### config.mk
export PLATFORM = sky130hd
export DESIGN_NAME = gamepad_frame_conditioner_core
export DESIGN_NICKNAME = d
export VERILOG_FILES = /design/src/gfc_pkg.sv /design/src/gamepad_frame_conditioner_core.sv
export SDC_FILE = /design/constraint.sdc
export NUM_CORES = 1
export LEC_CHECK = 0
export BUFFER_PORTS_ARGS = -buffer_cell sky130_fd_sc_hd__buf_2
export CORE_ASPECT_RATIO = 1.4
export CORE_MARGIN = 1
export CORE_UTILIZATION = 35
export DETAILED_ROUTE_END_ITERATION = 10
export HOLD_SLACK_MARGIN = 0.06
export PLACE_DENSITY_LB_ADDON = 0.15
export SLEW_MARGIN = 20
export SYNTH_ARGS = -nofsm -noshare
export SYNTH_HDL_FRONTEND = slang
export SYNTH_SLANG_ARGS = --single-unit
### constraint.sdc
create_clock -name clk -period 9.5 [get_ports clk]
set_clock_uncertainty 0.15 [all_clocks]
set_input_delay 0.475 -clock clk [delete_from_list [all_inputs] [get_ports clk]]
set_output_delay 0.475 -clock clk [all_outputs]
set_load 0.01 [all_outputs]
### src/gfc_pkg.sv
// ============================================================================
// gfc_pkg
// Shared types and constants for the gamepad frame conditioner.
// ============================================================================
package gfc_pkg;

  // Default number of samples buffered per frame.
  localparam int SNAP_DEPTH_DEF = 4;

  // Operation codes carried by an input transaction.
  localparam logic OP_ARM  = 1'b0;
  localparam logic OP_TICK = 1'b1;

  // Stick thresholds.
  localparam int MENU_THRESH = 35;
  localparam int DEAD_BAND   = 8;
  localparam int DEAD_LIMIT  = 70;

  // Configuration register reset values.
  localparam logic [15:0] EDGE_MASK_RST    = 16'hFFFF;
  localparam logic [6:0]  REPEAT_DELAY_RST = 7'd5;

  // Configuration register indexes.
  typedef enum logic [1:0] {
    CFG_NO_CONTROLLER = 2'd0,
    CFG_EDGE_MASK     = 2'd1,
    CFG_REPEAT_DELAY  = 2'd2,
    CFG_IGNORE_STICK  = 2'd3
  } cfg_index_t;

endpackage

### src/gamepad_frame_conditioner_core.sv
// Sequence: arm transactions and unarmed poll ticks leave the input open; an armed
// poll tick is followed by S_DIV, where one bit-serial divider does x then y, a
// bit a cycle, and S_FINISH, which loads the output register and raises out_valid.
// Input: after an armed tick the input stays closed through S_DIV and S_FINISH,
// longer while the previous result still waits in the output register.
// Reset: synchronous, active low; restores register defaults, clears frame state.
// ============================================================================
// gamepad_frame_conditioner_core
// Per-controller input conditioner: buffers poll samples, finds masked
// button edges, and on an armed tick emits button ORs, stick averages,
// menu auto-repeat steps and deadzoned sticks.
// ============================================================================
module gamepad_frame_conditioner_core
  import gfc_pkg::*;
#(
  parameter int SNAP_DEPTH = SNAP_DEPTH_DEF
) (
  input  logic                clk,
  input  logic                rst_n,
  // Configuration write port
  input  logic                cfg_we,
  input  logic [1:0]          cfg_index,
  input  logic [15:0]         cfg_wdata,
  // Input channel
  input  logic                in_valid,
  output logic                in_ready,
  input  logic                in_operation,
  input  logic                in_has_new_data,
  input  logic [15:0]         in_pad_buttons,
  input  logic signed [7:0]   in_pad_stick_x,
  input  logic signed [7:0]   in_pad_stick_y,
  // Result channel
  output logic                out_valid,
  input  logic                out_ready,
  output logic [15:0]         out_frame_buttons,
  output logic [15:0]         out_frame_presses,
  output logic [15:0]         out_frame_releases,
  output logic signed [7:0]   out_avg_x,
  output logic signed [7:0]   out_avg_y,
  output logic signed [1:0]   out_menu_x_sign,
  output logic signed [1:0]   out_menu_y_sign,
  output logic signed [7:0]   out_dead_x,
  output logic signed [7:0]   out_dead_y
);

  localparam int CNT_W  = $clog2(SNAP_DEPTH + 1);
  localparam int SUM_W  = 8 + CNT_W;
  localparam int STEP_W = $clog2(SUM_W);

  typedef enum logic [1:0] {
    S_IDLE,
    S_DIV,
    S_FINISH
  } state_t;

  typedef struct packed {
    logic signed [1:0] sign;
    logic signed [7:0] last;
    logic [7:0]        hold;
  } menu_t;

  // Menu auto-repeat update for one axis.
  function automatic menu_t menu_step(input logic signed [7:0] v,
                                      input logic signed [7:0] last,
                                      input logic [7:0]        hold,
                                      input logic [6:0]        delay);
    menu_t      m;
    logic       lo;
    logic       hi;
    logic [7:0] h;
    lo     = v < -8'(MENU_THRESH);
    hi     = v > 8'(MENU_THRESH);
    h      = hold;
    m.sign = 2'sb00;
    if (lo && last >= -8'(MENU_THRESH)) begin
      m.sign = -2'sd1;
      h      = 8'd0;
    end
    if (hi && last <= 8'(MENU_THRESH)) begin
      m.sign = 2'sd1;
      h      = 8'd0;
    end
    m.last = v;
    if (lo || hi) begin
      h = h + 8'd1;
    end else begin
      h = 8'd0;
    end
    // The hold timer is compared as a signed byte.
    if ($signed({2'b00, delay}) < $signed({h[7], h})) begin
      m.last = 8'sd0;
      h      = 8'd0;
    end
    m.hold = h;
    return m;
  endfunction

  // Deadzone shift and clamp for one axis.
  function automatic logic signed [7:0] dead_zone(input logic signed [7:0] s,
                                                  input logic              ign);
    logic signed [8:0] t;
    logic signed [7:0] r;
    t = 9'(s);
    if (ign) begin
      r = 8'sd0;
    end else if (s < 8'(DEAD_BAND) && s > -8'(DEAD_BAND)) begin
      r = 8'sd0;
    end else if (s > 8'sd0) begin
      t = t - 9'(DEAD_BAND);
      r = (t > 9'(DEAD_LIMIT)) ? 8'(DEAD_LIMIT) : t[7:0];
    end else begin
      t = t + 9'(DEAD_BAND);
      r = (t < -9'(DEAD_LIMIT)) ? -8'(DEAD_LIMIT) : t[7:0];
    end
    return r;
  endfunction

  // Control and frame state.
  state_t                    state_r, state_nxt;
  logic                      out_valid_r, out_valid_nxt;
  logic                      no_ctrl_r, no_ctrl_nxt;
  logic [15:0]               edge_mask_r, edge_mask_nxt;
  logic [6:0]                rep_delay_r, rep_delay_nxt;
  logic                      ign_stick_r, ign_stick_nxt;
  logic [15:0]               prev_btn_r, prev_btn_nxt;
  logic signed [7:0]         prev_x_r, prev_x_nxt;
  logic signed [7:0]         prev_y_r, prev_y_nxt;
  logic [15:0]               acc_btn_r, acc_btn_nxt;
  logic [15:0]               acc_pr_r, acc_pr_nxt;
  logic [15:0]               acc_rl_r, acc_rl_nxt;
  logic signed [SUM_W-1:0]   sum_x_r, sum_x_nxt;
  logic signed [SUM_W-1:0]   sum_y_r, sum_y_nxt;
  logic [CNT_W-1:0]          count_r, count_nxt;
  logic                      armed_r, armed_nxt;
  logic signed [7:0]         last_mx_r, last_mx_nxt;
  logic signed [7:0]         last_my_r, last_my_nxt;
  logic [7:0]                hold_x_r, hold_x_nxt;
  logic [7:0]                hold_y_r, hold_y_nxt;

  // Divider datapath and result payload.
  logic [SUM_W-1:0]          dq_r, dq_nxt;
  logic [CNT_W-1:0]          rem_r, rem_nxt;
  logic [STEP_W-1:0]         step_r, step_nxt;
  logic                      axis_r, axis_nxt;
  logic signed [7:0]         avg_x_r, avg_x_nxt;
  logic signed [7:0]         avg_y_r, avg_y_nxt;
  logic [15:0]               o_btn_r, o_btn_nxt;
  logic [15:0]               o_pr_r, o_pr_nxt;
  logic [15:0]               o_rl_r, o_rl_nxt;
  logic signed [7:0]         o_ax_r, o_ax_nxt;
  logic signed [7:0]         o_ay_r, o_ay_nxt;
  logic signed [1:0]         o_sx_r, o_sx_nxt;
  logic signed [1:0]         o_sy_r, o_sy_nxt;
  logic signed [7:0]         o_dx_r, o_dx_nxt;
  logic signed [7:0]         o_dy_r, o_dy_nxt;

  // Helper signals.
  logic                      in_acc;
  logic [15:0]               cap_btn;
  logic signed [7:0]         cap_x;
  logic signed [7:0]         cap_y;
  logic [15:0]               cap_diff;
  logic [CNT_W:0]            trial;
  logic                      trial_ge;
  logic [SUM_W-1:0]          quo;
  logic                      quo_neg;
  logic signed [7:0]         quo_s;
  menu_t                     mx;
  menu_t                     my;

  assign in_ready = (state_r == S_IDLE);
  assign in_acc   = in_valid && in_ready;

  // Sample selection and edge detection for a capturing tick.
  always_comb begin
    cap_btn = in_has_new_data ? in_pad_buttons : prev_btn_r;
    cap_x   = in_has_new_data ? in_pad_stick_x : prev_x_r;
    cap_y   = in_has_new_data ? in_pad_stick_y : prev_y_r;
    if (no_ctrl_r) begin
      cap_btn = 16'd0;
    end
    cap_diff = cap_btn ^ prev_btn_r;
  end

  // One restoring divide step: magnitude of the sum over the sample count.
  always_comb begin
    trial    = {rem_r, dq_r[SUM_W-1]};
    trial_ge = trial >= {1'b0, count_r};
    quo      = {dq_r[SUM_W-2:0], trial_ge};
    quo_neg  = axis_r ? sum_y_r[SUM_W-1] : sum_x_r[SUM_W-1];
    quo_s    = quo_neg ? -$signed(quo[7:0]) : $signed(quo[7:0]);
  end

  // Menu repeat logic on the finished averages.
  assign mx = menu_step(avg_x_r, last_mx_r, hold_x_r, rep_delay_r);
  assign my = menu_step(avg_y_r, last_my_r, hold_y_r, rep_delay_r);

  // Next-state logic for the sequencer and all registers.
  always_comb begin
    state_nxt     = state_r;
    out_valid_nxt = out_valid_r;
    no_ctrl_nxt   = no_ctrl_r;
    edge_mask_nxt = edge_mask_r;
    rep_delay_nxt = rep_delay_r;
    ign_stick_nxt = ign_stick_r;
    prev_btn_nxt  = prev_btn_r;
    prev_x_nxt    = prev_x_r;
    prev_y_nxt    = prev_y_r;
    acc_btn_nxt   = acc_btn_r;
    acc_pr_nxt    = acc_pr_r;
    acc_rl_nxt    = acc_rl_r;
    sum_x_nxt     = sum_x_r;
    sum_y_nxt     = sum_y_r;
    count_nxt     = count_r;
    armed_nxt     = armed_r;
    last_mx_nxt   = last_mx_r;
    last_my_nxt   = last_my_r;
    hold_x_nxt    = hold_x_r;
    hold_y_nxt    = hold_y_r;
    dq_nxt        = dq_r;
    rem_nxt       = rem_r;
    step_nxt      = step_r;
    axis_nxt      = axis_r;
    avg_x_nxt     = avg_x_r;
    avg_y_nxt     = avg_y_r;
    o_btn_nxt     = o_btn_r;
    o_pr_nxt      = o_pr_r;
    o_rl_nxt      = o_rl_r;
    o_ax_nxt      = o_ax_r;
    o_ay_nxt      = o_ay_r;
    o_sx_nxt      = o_sx_r;
    o_sy_nxt      = o_sy_r;
    o_dx_nxt      = o_dx_r;
    o_dy_nxt      = o_dy_r;

    // Configuration writes.
    if (cfg_we) begin
      case (cfg_index_t'(cfg_index))
        CFG_NO_CONTROLLER: no_ctrl_nxt   = cfg_wdata[0];
        CFG_EDGE_MASK:     edge_mask_nxt = cfg_wdata;
        CFG_REPEAT_DELAY:  rep_delay_nxt = cfg_wdata[6:0];
        CFG_IGNORE_STICK:  ign_stick_nxt = cfg_wdata[0];
        default: ;
      endcase
    end

    // The result register empties when its transaction completes.
    if (out_valid_r && out_ready) begin
      out_valid_nxt = 1'b0;
    end

    case (state_r)
      S_IDLE: begin
        if (in_acc) begin
          if (in_operation == OP_ARM) begin
            armed_nxt = 1'b1;
          end else begin
            // Capture while the frame buffer has room.
            if (count_r < CNT_W'(SNAP_DEPTH)) begin
              acc_btn_nxt  = acc_btn_r | cap_btn;
              acc_pr_nxt   = acc_pr_r | (cap_diff & cap_btn & edge_mask_r);
              acc_rl_nxt   = acc_rl_r | (cap_diff & prev_btn_r & edge_mask_r);
              sum_x_nxt    = sum_x_r + SUM_W'(cap_x);
              sum_y_nxt    = sum_y_r + SUM_W'(cap_y);
              count_nxt    = count_r + 1'b1;
              prev_btn_nxt = cap_btn;
              prev_x_nxt   = cap_x;
              prev_y_nxt   = cap_y;
            end
            // An armed tick starts the divider on the x sum.
            if (armed_r) begin
              dq_nxt    = sum_x_nxt[SUM_W-1] ? SUM_W'(-sum_x_nxt) : SUM_W'(sum_x_nxt);
              rem_nxt   = '0;
              step_nxt  = '0;
              axis_nxt  = 1'b0;
              state_nxt = S_DIV;
            end
          end
        end
      end

      S_DIV: begin
        rem_nxt  = trial_ge ? CNT_W'(trial - {1'b0, count_r}) : trial[CNT_W-1:0];
        dq_nxt   = quo;
        step_nxt = step_r + 1'b1;
        if (step_r == STEP_W'(SUM_W - 1)) begin
          if (!axis_r) begin
            avg_x_nxt = quo_s;
            dq_nxt    = sum_y_r[SUM_W-1] ? SUM_W'(-sum_y_r) : SUM_W'(sum_y_r);
            rem_nxt   = '0;
            step_nxt  = '0;
            axis_nxt  = 1'b1;
          end else begin
            avg_y_nxt = quo_s;
            state_nxt = S_FINISH;
          end
        end
      end

      S_FINISH: begin
        // Load the result once the output register is free.
        if (!out_valid_r || out_ready) begin
          o_btn_nxt     = acc_btn_r;
          o_pr_nxt      = acc_pr_r;
          o_rl_nxt      = acc_rl_r;
          o_ax_nxt      = avg_x_r;
          o_ay_nxt      = avg_y_r;
          o_sx_nxt      = mx.sign;
          o_sy_nxt      = my.sign;
          o_dx_nxt      = dead_zone(avg_x_r, ign_stick_r);
          o_dy_nxt      = dead_zone(avg_y_r, ign_stick_r);
          out_valid_nxt = 1'b1;
          last_mx_nxt   = mx.last;
          hold_x_nxt    = mx.hold;
          last_my_nxt   = my.last;
          hold_y_nxt    = my.hold;
          acc_btn_nxt   = '0;
          acc_pr_nxt    = '0;
          acc_rl_nxt    = '0;
          sum_x_nxt     = '0;
          sum_y_nxt     = '0;
          count_nxt     = '0;
          armed_nxt     = 1'b0;
          state_nxt     = S_IDLE;
        end
      end

      default: begin
        state_nxt = S_IDLE;
      end
    endcase
  end

  // Sequencer, configuration and frame state.
  always_ff @(posedge clk) begin
    if (!rst_n) begin
      state_r     <= S_IDLE;
      out_valid_r <= 1'b0;
      no_ctrl_r   <= 1'b0;
      edge_mask_r <= EDGE_MASK_RST;
      rep_delay_r <= REPEAT_DELAY_RST;
      ign_stick_r <= 1'b0;
      prev_btn_r  <= '0;
      prev_x_r    <= '0;
      prev_y_r    <= '0;
      acc_btn_r   <= '0;
      acc_pr_r    <= '0;
      acc_rl_r    <= '0;
      sum_x_r     <= '0;
      sum_y_r     <= '0;
      count_r     <= '0;
      armed_r     <= 1'b0;
      last_mx_r   <= '0;
      last_my_r   <= '0;
      hold_x_r    <= '0;
      hold_y_r    <= '0;
    end else begin
      state_r     <= state_nxt;
      out_valid_r <= out_valid_nxt;
      no_ctrl_r   <= no_ctrl_nxt;
      edge_mask_r <= edge_mask_nxt;
      rep_delay_r <= rep_delay_nxt;
      ign_stick_r <= ign_stick_nxt;
      prev_btn_r  <= prev_btn_nxt;
      prev_x_r    <= prev_x_nxt;
      prev_y_r    <= prev_y_nxt;
      acc_btn_r   <= acc_btn_nxt;
      acc_pr_r    <= acc_pr_nxt;
      acc_rl_r    <= acc_rl_nxt;
      sum_x_r     <= sum_x_nxt;
      sum_y_r     <= sum_y_nxt;
      count_r     <= count_nxt;
      armed_r     <= armed_nxt;
      last_mx_r   <= last_mx_nxt;
      last_my_r   <= last_my_nxt;
      hold_x_r    <= hold_x_nxt;
      hold_y_r    <= hold_y_nxt;
    end
  end

  // Divider and result payload registers.
  always_ff @(posedge clk) begin
    dq_r    <= dq_nxt;
    rem_r   <= rem_nxt;
    step_r  <= step_nxt;
    axis_r  <= axis_nxt;
    avg_x_r <= avg_x_nxt;
    avg_y_r <= avg_y_nxt;
    o_btn_r <= o_btn_nxt;
    o_pr_r  <= o_pr_nxt;
    o_rl_r  <= o_rl_nxt;
    o_ax_r  <= o_ax_nxt;
    o_ay_r  <= o_ay_nxt;
    o_sx_r  <= o_sx_nxt;
    o_sy_r  <= o_sy_nxt;
    o_dx_r  <= o_dx_nxt;
    o_dy_r  <= o_dy_nxt;
  end

  assign out_valid          = out_valid_r;
  assign out_frame_buttons  = o_btn_r;
  assign out_frame_presses  = o_pr_r;
  assign out_frame_releases = o_rl_r;
  assign out_avg_x          = o_ax_r;
  assign out_avg_y          = o_ay_r;
  assign out_menu_x_sign    = o_sx_r;
  assign out_menu_y_sign    = o_sy_r;
  assign out_dead_x         = o_dx_r;
  assign out_dead_y         = o_dy_r;

endmodule

==> impl_metrics.toml <==
[yosys]
synth_top_area_share_pct = 26.2
syn_inst = 1405
async_flop_share_pct = 0
ys_warn_count = 0
synth_area_leaders = "edfxtp_1 26%, dfxtp_1 24%, ha_1 5.2%"
synth_area_leader_cell = "edfxtp_1"
synth_seq_cells = 285
synth.cell_area_mm2 = 0.0136
seq_area_frac_synth_pct = 50.6
synth_cell_type_count = 84
synth_edf_count = 119
synth.avg_cell_area_um2 = 9.70
synth_flop_cell = "dfxtp_1"
syn-num-nets = 1522

[grt]
grt_pass1_vias = 10500
gr-total-overflow = 0
grt_max_degree = 56
antenna_found_initial = 2
grt_pass1_wl_um = 54800
grt_use_total_pct = 17.2

[routing]
avgRoutedWirePerCell_um = 16.6
drtAntennaViolNets = 0
drt_pass1_iterations = 5
num_vias = 10700
via_per_inst = 5.12
wl_um = 34700
drtIter0Drc = 524
drc = 0

[sta]
finalSetupTns_ps = 0
worst_slew_pin_slew_ps = 978
rsz0062_at_grt = "no"
hold_ws_ps = 150
slew_headroom_pct = 34.7
fin_crit_sh_pct = 50.9
hold_violations = 0
max_freq_ghz = 0.207
final_max_slew_viol_count = 0
setup_viol = 0
post-route-min-period_ps = 4840

[setup_path]
cp-end-kind = "register"
crit_family = "simple AND/OR/NAND/NOR gates"
cp_slowest_cell = "edfxtp_1"
cp.arrival_ps = 5180
path_cells = "o31a_1 -> o21ai_1 -> o21bai_1 -> and3_1 -> ha_1 -> and3_1 -> nand4_1 -> xnor2_1 -> nand2_1 -> ha_1 -> o21ai_0 -> or4_1 -> ha_1 -> nor3b_1 -> buf_4 -> nand4_1 -> or3_1 -> o21ai_0"
worst-path-buf-inv = 1
path_common_cell = "ha_1"
start_kind = "register"
crit_path_max_incr_delay_ps = 540
required_ps = 9840
crit_fanout = 12
crit_type = "reg -> reg"

[finish]
layout-drive-gt1-share_pct = 15.8
area_growth_pct = 17.8
finalNetCount = 1663
design_area_mm2 = 0.0160

[min_path]
hp-class = "in -> reg"

[flow_run]
cap_violations = 0

[die]
die_h_um = 235
coreArea_mm2 = 0.0384
ios = 143
fp-row-count = 85
start_util_pct = 35.5
die_w_um = 169
die_area_mm2 = 0.0397

[clocking]
clockBufferDepth = 3
clk_pin_slew_ps = 60
clk_latency_ps = 580
cts_buffers = 30
cts_setup_buffers = 0
cts_resized = 0
cts-root-buf = "clkbuf_16"
cts_tree = "built"
clock_sinks = 285
ctsHtreeMaxLevel = 1

[placed_design]
gp_congestion = 0.848
io_buffers = 142
place_area_mm2 = 0.0149
place_hpwl_um = 24100

[power_and_ir_drop]
finalPower_mw = 2.81
p_leak_nw = 6.46
max-vdd-ir-drop_uv = 153
power.density_mw_per_mm2 = 175

[run_status]
status = "finished clean"
[area by class of cell]
class | instances | area, um^2
clock inverters | 13 | 166
well taps | 522 | 653
diodes | 2 | 5.00
multi-input cells | 975 | 6180
inverters | 81 | 305
repair buffers | 173 | 996
fillers | 3793 | 22300
flip-flops and latches | 285 | 6900
clock buffers | 40 | 840
[kinds of logic (layout without fill, tap and decap cells)]
kind of cell,after synthesis,after routing,synth area share (%)
AOI/OAI and AO/OA,352,352,17.5
xor gates and xnor gates,46,46,3.01
adders and majority gates,60,60,5.68
buffers and inverters,145,307,4.10
DFF,285,285,50.6
muxes,36,36,2.86
other,0,2,0
and+or+nand+nor,481,481,16.2
[metal layers]
layer | part of all wire [%] | track usage (%) | vias to the layer above | routed length (um)
met3 | 3.3 | 2.03 | 55 | 1130
li1 | - | - | 5308 | -
met4 | 2.3 | 5.65 | 0 | 792
met2 | 51 | 31.4 | 202 | 17900
met1 | 43 | 20.7 | 5131 | 14900
met5 | 0 | 0 | - | 0
[path summary, 6_finish.rpt]
check,startpoint,endpoint,slack [ps],depth (start not counted)
setup reg to reg,avg_y_r[4],hold_y_r[6],4660,18
hold reg to reg,acc_rl_r[10],out_frame_releases[10],280,0
hold / removal,in_pad_stick_y[5],prev_y_r[5],150,4
setup / recovery,avg_y_r[4],hold_y_r[6],4660,18
[registers in the layout (all words and copies together) (netlist names), 11 cells and up]
register,flops
acc_rl_r,16
out_frame_releases,16
edge_mask_r,16
sum_y_r,11
out_frame_buttons,16
dq_r,11
acc_btn_r,16
acc_pr_r,16
out_frame_presses,16
prev_btn_r,16
sum_x_r,11
[metrics by stage]
stage                     cells  utilization (%)  worst slack (ps)
after floorplan            1405                -              5080
after global placement     2019             38.7              4820
after detailed placement   2020             38.7              4710
after CTS                  2089             41.8              4690
after global routing       2091             41.8              4230
final                      2091             41.8              4660
[tightest hold or removal path, delay by kind of cell]
family | cells | cell delay [ps]
multiplexers | 1 | 150
AO/OA/AOI/OAI | 1 | 100
buffers and inverters | 1 | 80
AND/OR/NAND/NOR | 1 | 40
[repair_timing]
item	4_1_cts	5_1_grt
setup endpoints to repair	0	0
hold buffers	16	0
hold endpoints to repair	23	0
[cells in the mapped netlist (all sizes together) (4+ instances only)]
library cell and number:
a22oi 20, a21boi 9, ha 57, mux2i 16
nor2 138, o211ai 10, inv 80, xnor2 32
nand3 39, a41oi 18, o21ai 51, clkbuf 55
nand2b 7, mux2 20, nand4 10, and3 13
xor2 14, edfxtp 119, or4 6, buf 9
nor3 18, a31oi 19, nor2b 26, a21o 8
nand2 178, or3 9, o21a 15, o311ai 4
nor3b 7, and2 15, a211oi 13, a22o 15
o221ai 7, o31ai 14, a211o 7, a21oi 111
dfxtp 166, o2111ai 4
[layout by cell type (no fill, tap or decap), types with 16 or more instances in the layout]
master and instances:
a21oi_1 111, a22oi_1 20, a31oi_1 19, a41oi_1 17, buf_2 142, clkbuf_16 31, dfxtp_1 166, dlygate4sd3_1 16
edfxtp_1 119, ha_1 57, inv_1 77, mux2_2 20, nand2_1 176, nand3_1 39, nor2_1 136, nor2b_1 26
nor3_1 18, o21ai_0 45, xnor2_1 31
[where the power goes]
group | switching, mW | internal (mW)
Combinational | 0.163 | 0.114
Sequential | 0.0277 | 1.31
Clock | 0.497 | 0.701
Note: power is estimated with default switching activity, not from simulation.
